===== config.mk =====
export PLATFORM = sky130hd
export DESIGN_NAME = binary_gcd_lcm_top
export DESIGN_NICKNAME = d
export VERILOG_FILES = /design/src/design/bgl_pkg.sv /design/src/design/bgl_ctrl.sv /design/src/design/bgl_dp.sv /design/src/design/binary_gcd_lcm_top.sv
export SDC_FILE = /design/constraint.sdc
export NUM_CORES = 2
export LEC_CHECK = 0
export BUFFER_PORTS_ARGS = -buffer_cell sky130_fd_sc_hd__buf_2
export CAP_MARGIN = 20
export CORE_MARGIN = 4
export CORE_UTILIZATION = 40
export CTS_BUF_LIST = sky130_fd_sc_hd__clkbuf_8
export DETAILED_ROUTE_END_ITERATION = 7
export SLEW_MARGIN = 20
export SYNTH_ARGS = -nofsm -noshare
export SYNTH_HDL_FRONTEND = slang
export SYNTH_HIERARCHICAL = 1
export SYNTH_SLANG_ARGS = --single-unit

===== constraint.sdc =====
create_clock -name clock -period 11.9 [get_ports clock]
set_input_delay 0.595 -clock clock [delete_from_list [all_inputs] [get_ports clock]]
set_output_delay 0.595 -clock clock [all_outputs]
set_load 0.02 [all_outputs]

===== src/design/bgl_pkg.sv =====
package bgl_pkg;

   // default operand width
   localparam int OPERAND_BITS_DEFAULT = 31;

   // controller states
   typedef enum logic [2:0] {
      ST_IDLE,
      ST_GCD,
      ST_SCALE,
      ST_DIV,
      ST_MUL
   } state_type;

   // commands from controller to datapath
   typedef struct packed {
      logic load;
      logic gcd_step;
      logic scale;
      logic div_step;
      logic finish;
   } cmd_type;

   // status from datapath to controller
   typedef struct packed {
      logic any_zero;
      logic gcd_done;
      logic div_last;
   } sts_type;

endpackage


===== src/design/bgl_ctrl.sv =====
module bgl_ctrl (
   input  logic              clock,
   input  logic              reset,
   input  logic              req_valid,
   output logic              req_stall,
   output logic              rsp_valid,
   input  logic              rsp_stall,
   input  bgl_pkg::sts_type  sts,
   output bgl_pkg::cmd_type  cmd
);

   bgl_pkg::state_type state_ff, state_in;
   logic rsp_valid_ff, rsp_valid_in;
   logic slot_free;
   logic req_xfer;

   assign slot_free = !rsp_valid_ff || !rsp_stall;
   assign req_stall = (state_ff != bgl_pkg::ST_IDLE);
   assign req_xfer  = req_valid && !req_stall;
   assign rsp_valid = rsp_valid_ff;

   // next state
   always_comb begin
      state_in = state_ff;
      unique case (state_ff)
         bgl_pkg::ST_IDLE: begin
            if (req_valid) state_in = bgl_pkg::ST_GCD;
         end
         bgl_pkg::ST_GCD: begin
            priority if (sts.any_zero) state_in = bgl_pkg::ST_MUL;
            else if (sts.gcd_done)     state_in = bgl_pkg::ST_SCALE;
         end
         bgl_pkg::ST_SCALE: state_in = bgl_pkg::ST_DIV;
         bgl_pkg::ST_DIV: begin
            if (sts.div_last) state_in = bgl_pkg::ST_MUL;
         end
         bgl_pkg::ST_MUL: begin
            if (slot_free) state_in = bgl_pkg::ST_IDLE;
         end
         default: state_in = bgl_pkg::ST_IDLE;
      endcase
   end

   // datapath commands
   always_comb begin
      cmd = '0;
      unique case (state_ff)
         bgl_pkg::ST_IDLE:  cmd.load     = req_valid;
         bgl_pkg::ST_GCD:   cmd.gcd_step = !sts.any_zero && !sts.gcd_done;
         bgl_pkg::ST_SCALE: cmd.scale    = 1'b1;
         bgl_pkg::ST_DIV:   cmd.div_step = 1'b1;
         bgl_pkg::ST_MUL:   cmd.finish   = slot_free;
         default:           cmd          = '0;
      endcase
   end

   // result valid: set on finish, cleared on transfer
   always_comb begin
      rsp_valid_in = rsp_valid_ff;
      if (rsp_valid_ff && !rsp_stall) rsp_valid_in = 1'b0;
      if (cmd.finish) rsp_valid_in = 1'b1;
   end

   always_ff @(posedge clock) begin
      if (reset) begin
         state_ff     <= bgl_pkg::ST_IDLE;
         rsp_valid_ff <= 1'b0;
      end else begin
         state_ff     <= state_in;
         rsp_valid_ff <= rsp_valid_in;
      end
   end

   // an accepted request always starts the gcd phase
   a_start: assert property (@(posedge clock) disable iff (reset)
      req_xfer |=> state_ff == bgl_pkg::ST_GCD)
      else $error("request transfer did not start gcd phase");

   // last division step hands over to the multiply
   a_div_end: assert property (@(posedge clock) disable iff (reset)
      (state_ff == bgl_pkg::ST_DIV && sts.div_last) |=> state_ff == bgl_pkg::ST_MUL)
      else $error("division did not end in multiply");

   // finishing an item always presents a result
   a_finish: assert property (@(posedge clock) disable iff (reset)
      cmd.finish |=> rsp_valid_ff && state_ff == bgl_pkg::ST_IDLE)
      else $error("finished item not presented");

endmodule


===== src/design/bgl_dp.sv =====
module bgl_dp #(
   parameter int OPERAND_BITS = bgl_pkg::OPERAND_BITS_DEFAULT
) (
   input  logic                        clock,
   input  logic                        reset,
   input  bgl_pkg::cmd_type            cmd,
   output bgl_pkg::sts_type            sts,
   input  logic [OPERAND_BITS-1:0]     req_first_operand,
   input  logic [OPERAND_BITS-1:0]     req_second_operand,
   output logic [2*OPERAND_BITS-1:0]   rsp_lcm_value,
   output logic                        rsp_zero_error
);

   localparam int W    = OPERAND_BITS;
   localparam int CNTW = $clog2(W);

   logic [W-1:0]      opa_ff, opb_ff;
   logic [W-1:0]      ga_ff, ga_in, gb_ff, gb_in;
   logic [CNTW-1:0]   twos_ff, twos_in;
   logic [W-1:0]      gcd_ff;
   logic [W-1:0]      rem_ff, rem_in;
   logic [W-1:0]      quo_ff, quo_in;
   logic [CNTW-1:0]   cnt_ff;
   logic [2*W-1:0]    lcm_ff;
   logic              err_ff;
   logic [W:0]        rem_shift;
   logic [W:0]        rem_diff;
   logic              any_zero;

   assign any_zero     = (opa_ff == '0) || (opb_ff == '0);
   assign sts.any_zero = any_zero;
   assign sts.gcd_done = (gb_ff == '0);
   assign sts.div_last = (cnt_ff == CNTW'(W - 1));

   // one binary gcd step
   always_comb begin
      ga_in   = ga_ff;
      gb_in   = gb_ff;
      twos_in = twos_ff;
      priority if (!ga_ff[0] && !gb_ff[0]) begin
         ga_in   = ga_ff >> 1;
         gb_in   = gb_ff >> 1;
         twos_in = twos_ff + CNTW'(1);
      end else if (!ga_ff[0]) begin
         ga_in = ga_ff >> 1;
      end else if (!gb_ff[0]) begin
         gb_in = gb_ff >> 1;
      end else if (ga_ff > gb_ff) begin
         ga_in = gb_ff;
         gb_in = ga_ff - gb_ff;
      end else begin
         gb_in = gb_ff - ga_ff;
      end
   end

   // restoring division step: quotient bits shift in behind the dividend
   always_comb begin
      rem_shift = {rem_ff, quo_ff[W-1]};
      rem_diff  = rem_shift - {1'b0, gcd_ff};
      if (!rem_diff[W]) begin
         rem_in = rem_diff[W-1:0];
         quo_in = {quo_ff[W-2:0], 1'b1};
      end else begin
         rem_in = rem_shift[W-1:0];
         quo_in = {quo_ff[W-2:0], 1'b0};
      end
   end

   always_ff @(posedge clock) begin
      if (cmd.load) begin
         opa_ff  <= req_first_operand;
         opb_ff  <= req_second_operand;
         ga_ff   <= req_first_operand;
         gb_ff   <= req_second_operand;
         twos_ff <= '0;
      end
      if (cmd.gcd_step) begin
         ga_ff   <= ga_in;
         gb_ff   <= gb_in;
         twos_ff <= twos_in;
      end
      // restore shared twos and prime the divider with the second operand
      if (cmd.scale) begin
         gcd_ff <= ga_ff << twos_ff;
         rem_ff <= '0;
         quo_ff <= opb_ff;
         cnt_ff <= '0;
      end
      if (cmd.div_step) begin
         rem_ff <= rem_in;
         quo_ff <= quo_in;
         cnt_ff <= cnt_ff + CNTW'(1);
      end
      // lcm = a * (b / gcd)
      if (cmd.finish) begin
         lcm_ff <= any_zero ? '0 : opa_ff * quo_ff;
         err_ff <= (opa_ff == '0) && (opb_ff == '0);
      end
   end

   assign rsp_lcm_value  = lcm_ff;
   assign rsp_zero_error = err_ff;

   // divisor is never zero once both operands are nonzero
   a_gcd_nonzero: assert property (@(posedge clock) disable iff (reset)
      (cmd.scale && !any_zero) |=> gcd_ff != '0)
      else $error("gcd is zero for nonzero operands");

endmodule


===== src/design/binary_gcd_lcm_top.sv =====
// Channel  Ports                                        Transfer
// req      req_valid, req_stall, req_first_operand,     req_valid && !req_stall
//          req_second_operand
// rsp      rsp_valid, rsp_stall, rsp_lcm_value,         rsp_valid && !rsp_stall
//          rsp_zero_error
//
// One item at a time: a load step, then gcd steps (each shift drops one operand
// bit, each subtraction is followed by a shift), a scale step, OPERAND_BITS
// division steps, then the multiply into the output register; a zero operand
// skips from the gcd steps straight to the multiply. The multiply also waits
// while a stalled result still holds the output register.
// Reset is synchronous, active high; it clears the controller and the
// result valid. A stalled result is held while the next request is taken.
module binary_gcd_lcm_top #(
   parameter int OPERAND_BITS = bgl_pkg::OPERAND_BITS_DEFAULT
) (
   input  logic                        clock,
   input  logic                        reset,
   input  logic                        req_valid,
   output logic                        req_stall,
   input  logic [OPERAND_BITS-1:0]     req_first_operand,
   input  logic [OPERAND_BITS-1:0]     req_second_operand,
   output logic                        rsp_valid,
   input  logic                        rsp_stall,
   output logic [2*OPERAND_BITS-1:0]   rsp_lcm_value,
   output logic                        rsp_zero_error
);

   bgl_pkg::cmd_type cmd;
   bgl_pkg::sts_type sts;

   bgl_ctrl u_ctrl (
      .clock     (clock),
      .reset     (reset),
      .req_valid (req_valid),
      .req_stall (req_stall),
      .rsp_valid (rsp_valid),
      .rsp_stall (rsp_stall),
      .sts       (sts),
      .cmd       (cmd)
   );

   bgl_dp #(
      .OPERAND_BITS (OPERAND_BITS)
   ) u_dp (
      .clock              (clock),
      .reset              (reset),
      .cmd                (cmd),
      .sts                (sts),
      .req_first_operand  (req_first_operand),
      .req_second_operand (req_second_operand),
      .rsp_lcm_value      (rsp_lcm_value),
      .rsp_zero_error     (rsp_zero_error)
   );

endmodule

Word-level counts from Yosys, hierarchy flattened
Index checks and enable logic that the tools add are counted.
- output and inout port bits: 65
- bits of input ports: 66
- word-level logic and storage cells: 95
- flip-flop bits (word level): 294
- $add $sub $neg: 5
- $lt $le $gt $ge: 1
- equal/unequal tests: 13
- reductions and logical operators: 24
- shifts and indexed selects: 1
- multiplexer cells: 36
- multiply operators: 1
- operators with widths (operator ; number):
    two-way mux 31 bit ; 17
    zero test 31 bit ; 3
    multiplier 31 x 31 -> 62 bit ; 1
    subtractor 31 bit ; 2
    subtractor 32 x 31 -> 32 bit ; 1
    greater-than comparator 31 bit ; 1
    << shifter 31 x 5 -> 31 bit ; 1
    two-way mux 5 bit ; 5
    two-way mux 3 bit ; 5
    one-hot mux 3 bit (5 select lines) ; 1
    adder 5 x 1 -> 5 bit, second input constant ; 2
    two-way mux 1 bit ; 8
    != test 4 bit, second input constant ; 2
    equality test 3 x 2 -> 1 bit, second input constant ; 2
    zero test 1 bit ; 6
    != test 3 x 1 -> 1 bit, second input constant ; 2
    nonzero test 2 bit ; 3
    equality test 5 bit, second input constant ; 1
    logical AND 1 bit ; 4
    != test 2 x 1 -> 1 bit, second input constant ; 2
    != test 2 bit, second input constant ; 2
    AND reduction 2 bit ; 2
    AND reduction 4 bit ; 1
    equality test 3 x 1 -> 1 bit, second input constant ; 1
    other kinds (5) ; 6

Logic depth before layout (Yosys ltp)
- depth after elaboration: 7
- mapped depth: 29
- depth with buffers taken out: 28

Modules after synthesis
Netlist, hierarchy kept.
- modules (own cells, without submodules) (module ; cells an instance ; area each (um^2) ; instances ; sequential area each (um^2)):
    bgl_dp ; 5240 ; 49155.9 ; 1 ; 8708.4
    bgl_ctrl ; 28 ; 239.0 ; 1 ; 80.1

Least setup slack after synthesis
Ideal clock, no wire load.
- path kind: flip-flop to flip-flop
- start: reg u_dp.quo_ff[7]
- end: reg u_dp.lcm_ff[57] (netlist: u_dp/rsp_lcm_value[57]) (data pin)
- path buffers: 2
- arrival time: 7423 ps
- library setup time: 132 ps
- cell stages (with the launch flop): 27
- clock period less this slack: 7555 ps
- data required time: 11768 ps
- setup slack: 4345 ps
- path through: edfxtp_1 -> clkbuf_1 -> and2_1 -> fa_1 -> fa_1 -> inv_1 -> fa_1 -> fa_1 -> inv_1 -> fa_1 -> fa_1 -> fa_1 -> inv_1 -> fa_1 -> inv_1 -> ha_1 -> clkbuf_1 -> nand4_1 -> nor4_1 -> nand2_1 -> o21ai_0 -> a41oi_1 -> and4b_1 -> nor4_2 -> a31oi_1 -> or4_1 -> nand2_1
- word-level cells in the longest chain between the ends: 1
- RTL lines (element ; line ; text):
    start, declared ; bgl_dp.sv:22 ; logic [W-1:0] quo_ff, quo_in;
    start signal, assigned ; bgl_dp.sv:86 ; quo_ff <= opb_ff;
    start signal, assigned ; bgl_dp.sv:91 ; quo_ff <= quo_in;
    multiplier 31 x 31 -> 62 bit ; bgl_dp.sv:96 ; lcm_ff <= any_zero ? '0 : opa_ff * quo_ff;
    end signal, assigned ; bgl_dp.sv:96 ;
    end, declared ; bgl_dp.sv:24 ; logic [2*W-1:0] lcm_ff;
Every way passes these cells.
A chain may end at the register's enable or synchronous reset.

Worst setup path in the final report
- start: reg u_dp.opa_ff[27]
- end: reg u_dp.lcm_ff[57] (netlist: u_dp/rsp_lcm_value[57]) (data pin)
- word-level cells in the longest chain between the ends: 2
- elaborated cells between the ends (all ways): 3
- those cells by class: 1 x mul; 2 x reduce/logical
- RTL lines (element ; line ; text):
    start, declared ; bgl_dp.sv:17 ; logic [W-1:0] opa_ff, opb_ff;
    start signal, assigned ; bgl_dp.sv:71 ; opa_ff <= req_first_operand;
    branches (longest 2 deep; another with multiplier 31 x 31 -> 62 bit) ; -- ;
Parallel ways; which one is timed is not known.

==> metrics.txt <==
status completed; Total GRT Usage 23.1%; register area share after synthesis roughly 18%; Post-Syn Area 49400 sq um; PortBufs between 100 and 150; vias in the first global route roughly 39000; post-cts sizing count 0; die area 129000 sq um; critical path type flop to flop; Most common cell on crit path fa_1; initial antenna violation count 8; initial drt markers between 2000 and 3000; grt ovf 0; Post-CTS Setup Bufs 0; worst-skew pair later-pin latency between 0.7 and 0.8 ns; io pins 131; Hold EP u_dp/opb_ff[24]; WP data required around 13 ns; hold path depth 1; root buf cell clkbuf_8; YS warnings 6; initial core utilization about 40%; Reg clk slew, reported paths 0.06 ns; async set-reset flop share out of synthesis 0%; row count 128; gpl congestion between 0.9 and 1; Die Ht about 360 microns; # fillers between 10000 and 15000; post-synthesis mux area share under 10%; path depth of the worst reg2reg path 24; compound-cell area share of the yosys netlist around 8.5%; Slew @ Worst Pin around 1.1 ns; main combinational cell family by area after synthesis adder cells; Critical Path AT 10.02 ns; CP Cell Sequence buf_4 -> nand2_1 -> fa_1 -> inv_1 -> fa_1 -> fa_1 -> inv_1 -> fa_1 -> inv_1 -> fa_1 -> fa_1 -> fa_1 -> inv_1 -> fa_1 -> inv_1 -> ha_1 -> nand3_1 -> nor4_1 -> a41oi_1 -> and4b_1 -> nor4_2 -> a31oi_1 -> or4_1 -> nand2_1; WL per Instance about 22 microns; fraction of the mapped netlist area in adder cells a little over two fifths; XOR/XNOR share of the synthesized area around 2%; Syn-to-layout area delta 6.87%; hold wc startpoint req_second_operand[24]; CTS Buf Count 57; RSZ-0062 raised after global routing no; Final Skew ~0.036 ns; Synth Instances 5268; final hold violation count 0; core area around 120000 sq um; Post-synth EDFFs 290; Die Wd around 360 microns; worst-case clock buffer depth 3; final period utilization about four fifths; Hold-fix buffers, CTS 2; Max Freq about 110 MHz; CTS tree yes; max-cap check violation count 0; Yosys cell types 93; hpwl dp 114 mm; Synthesized Nets 6526; pin count of the biggest net entering global routing between 70 and 80; maximum fanout along the worst path 24; Crit. End Element flop; DRT antenna net count 0; Vias/cell between 5 and 6; Max Slew Vio Count 0; reg-to-reg setup timing slack between 2 and 2.5 ns; drt total wl 150 mm; nets@finish between 6000 and 7000; slowest cell on the critical path edfxtp_1; Worst path max stage delay about 0.99 ns; first-pass GRT wire length 231 mm; Avg Inst Size Synth about 9.4 sq um; setup TNS 0 ns; Simple-Gate Fraction of Synth Area 16.4%; CP Launch Type flop; worst min-delay path class input port to flop; post-layout min period 9.42 ns; via count 36935; setup violators final 0; drt pass-1 iters 5; reg-to-reg startpoint u_dp/opa_ff[27]; layout cells sized above 1 ~7.3%; ys flop type edfxtp_1; CTS Sinks between 200 and 300; H-tree depth 2; relative slew slack roughly 25%; Post-route DRC 0; RR Endpoint u_dp/rsp_lcm_value[57]; Synth Register Bits about 290
stage by stage:
| stage | worst slack (ns) | hold slack [ns] | utilization (%) | cell area, sq um | instances |
|---|---|---|---|---|---|
| final | 2.48 | 0.0598 | 43.2 | 52800 | 6908 |
| after global routing | 2.01 | 0.0323 | 43.2 | 52800 | 6905 |
| after CTS | 2.38 | 0.000353 | 43.2 | 52800 | 6904 |
| after detailed placement | 2.36 | 0.514 | 42.2 | 51600 | 6800 |
| after global placement | 2.43 | 0.499 | 42.2 | 51500 | 6799 |
| after floorplan | 4.34 | 0.539 | - | 49400 | 5268 |
flip-flops by register name (all words and copies together), names as in the netlist:
signal / count
u_dp/cnt_ff: 5
u_dp/ga_ff: 31
u_dp/gcd_ff: 31
u_dp/rem_ff: 31
u_dp/twos_ff: 5
u_dp/rsp_lcm_value: 62
u_ctrl/state_ff: 3
u_dp/opa_ff: 31
u_dp/opb_ff: 31
u_dp/quo_ff: 31
u_ctrl/rsp_valid: 1
u_dp/gb_ff: 31
u_dp/rsp_zero_error: 1
layout make-up:
cell class / count / area (sq um) / share of cell area (%)
Multi-Input combinational cell: 3733 / 35900 / 68.1
Timing Repair Buffer: 219 / 1340 / 2.55
Sequential cell: 294 / 8790 / 16.6
Clock inverter: 44 / 389 / 0.737
Tap cell: 1625 / 2030 / 3.85
Inverter: 931 / 3490 / 6.62
Clock buffer: 58 / 798 / 1.51
Antenna cell: 4 / 10.0 / 0.0190
cell families after synthesis:
family          Yosys count
simple gates           1642
buf+inv                1241
fa+ha+maj              1192
compound gates          663
flops                   294
mux                     126
xor+xnor                110
per-layer routing:
metal  up-vias  wire length [microns]  global-route usage (%)
met3       297                  11900                    4.74
met1     18704                  65000                    31.8
met5         -                      0                       0
li1      16543                      -                       -
met4         0                   5800                    8.05
met2      1391                  66900                    36.2
Yosys cell counts (all sizes together), types with 49 or more instances:
master  count  area share (%)
ha        352             8.9
a21o       90             1.4
mux2i      76             1.5
clkbuf    271             2.1
xnor2      66             1.2
fa        840              34
nand2     601             4.6
and2      525             6.6
nand3      49            0.51
a21oi     257             2.6
edfxtp    290              18
nor2      268             2.0
o21ai     114             1.2
inv       929             7.1
cell usage in the layout, fill, tap and decap left out, types with 17 or more instances in the layout:
cell type	instances
fa_1	840
a31oi_1	27
nor2_1	264
and2_1	525
nor2b_1	17
nor3_1	22
ha_1	352
mux2i_1	76
nor4_1	32
mux2_2	41
nand3_1	48
inv_1	943
buf_4	86
edfxtp_1	290
a21o_1	87
nand2_1	601
a211oi_1	24
o21ai_0	105
xnor2_1	66
a21oi_1	255
xor2_1	44
clkbuf_8	58
nand4_1	33
o21bai_1	28
buf_2	130
worst max path at each step:
stage                          startpoint  cells after the start  slack, ns                endpoint
after floorplan            u_dp/quo_ff[7]                     26       4.34  u_dp/rsp_lcm_value[57]
after global placement    u_dp/opa_ff[26]                     23       2.43  u_dp/rsp_lcm_value[57]
after detailed placement  u_dp/opa_ff[28]                     24       2.36  u_dp/rsp_lcm_value[57]
after CTS                 u_dp/opa_ff[28]                     24       2.38  u_dp/rsp_lcm_value[57]
after global routing      u_dp/opa_ff[27]                     23       2.01  u_dp/rsp_lcm_value[57]
final                     u_dp/opa_ff[27]                     24       2.48  u_dp/rsp_lcm_value[57]
critical path, delay by kind of cell, from the launching register on:
family / cells / cell delay [ns]
simple gates: 7 / 2.60
fa+ha+maj: 9 / 4.37
compound gates: 2 / 0.71
buf+inv: 6 / 0.60
flops: 1 / 0.99
Power is left out: the tool's default activity adds up to more than one toggle a clock period on the data nets, which glitch-free logic cannot reach.
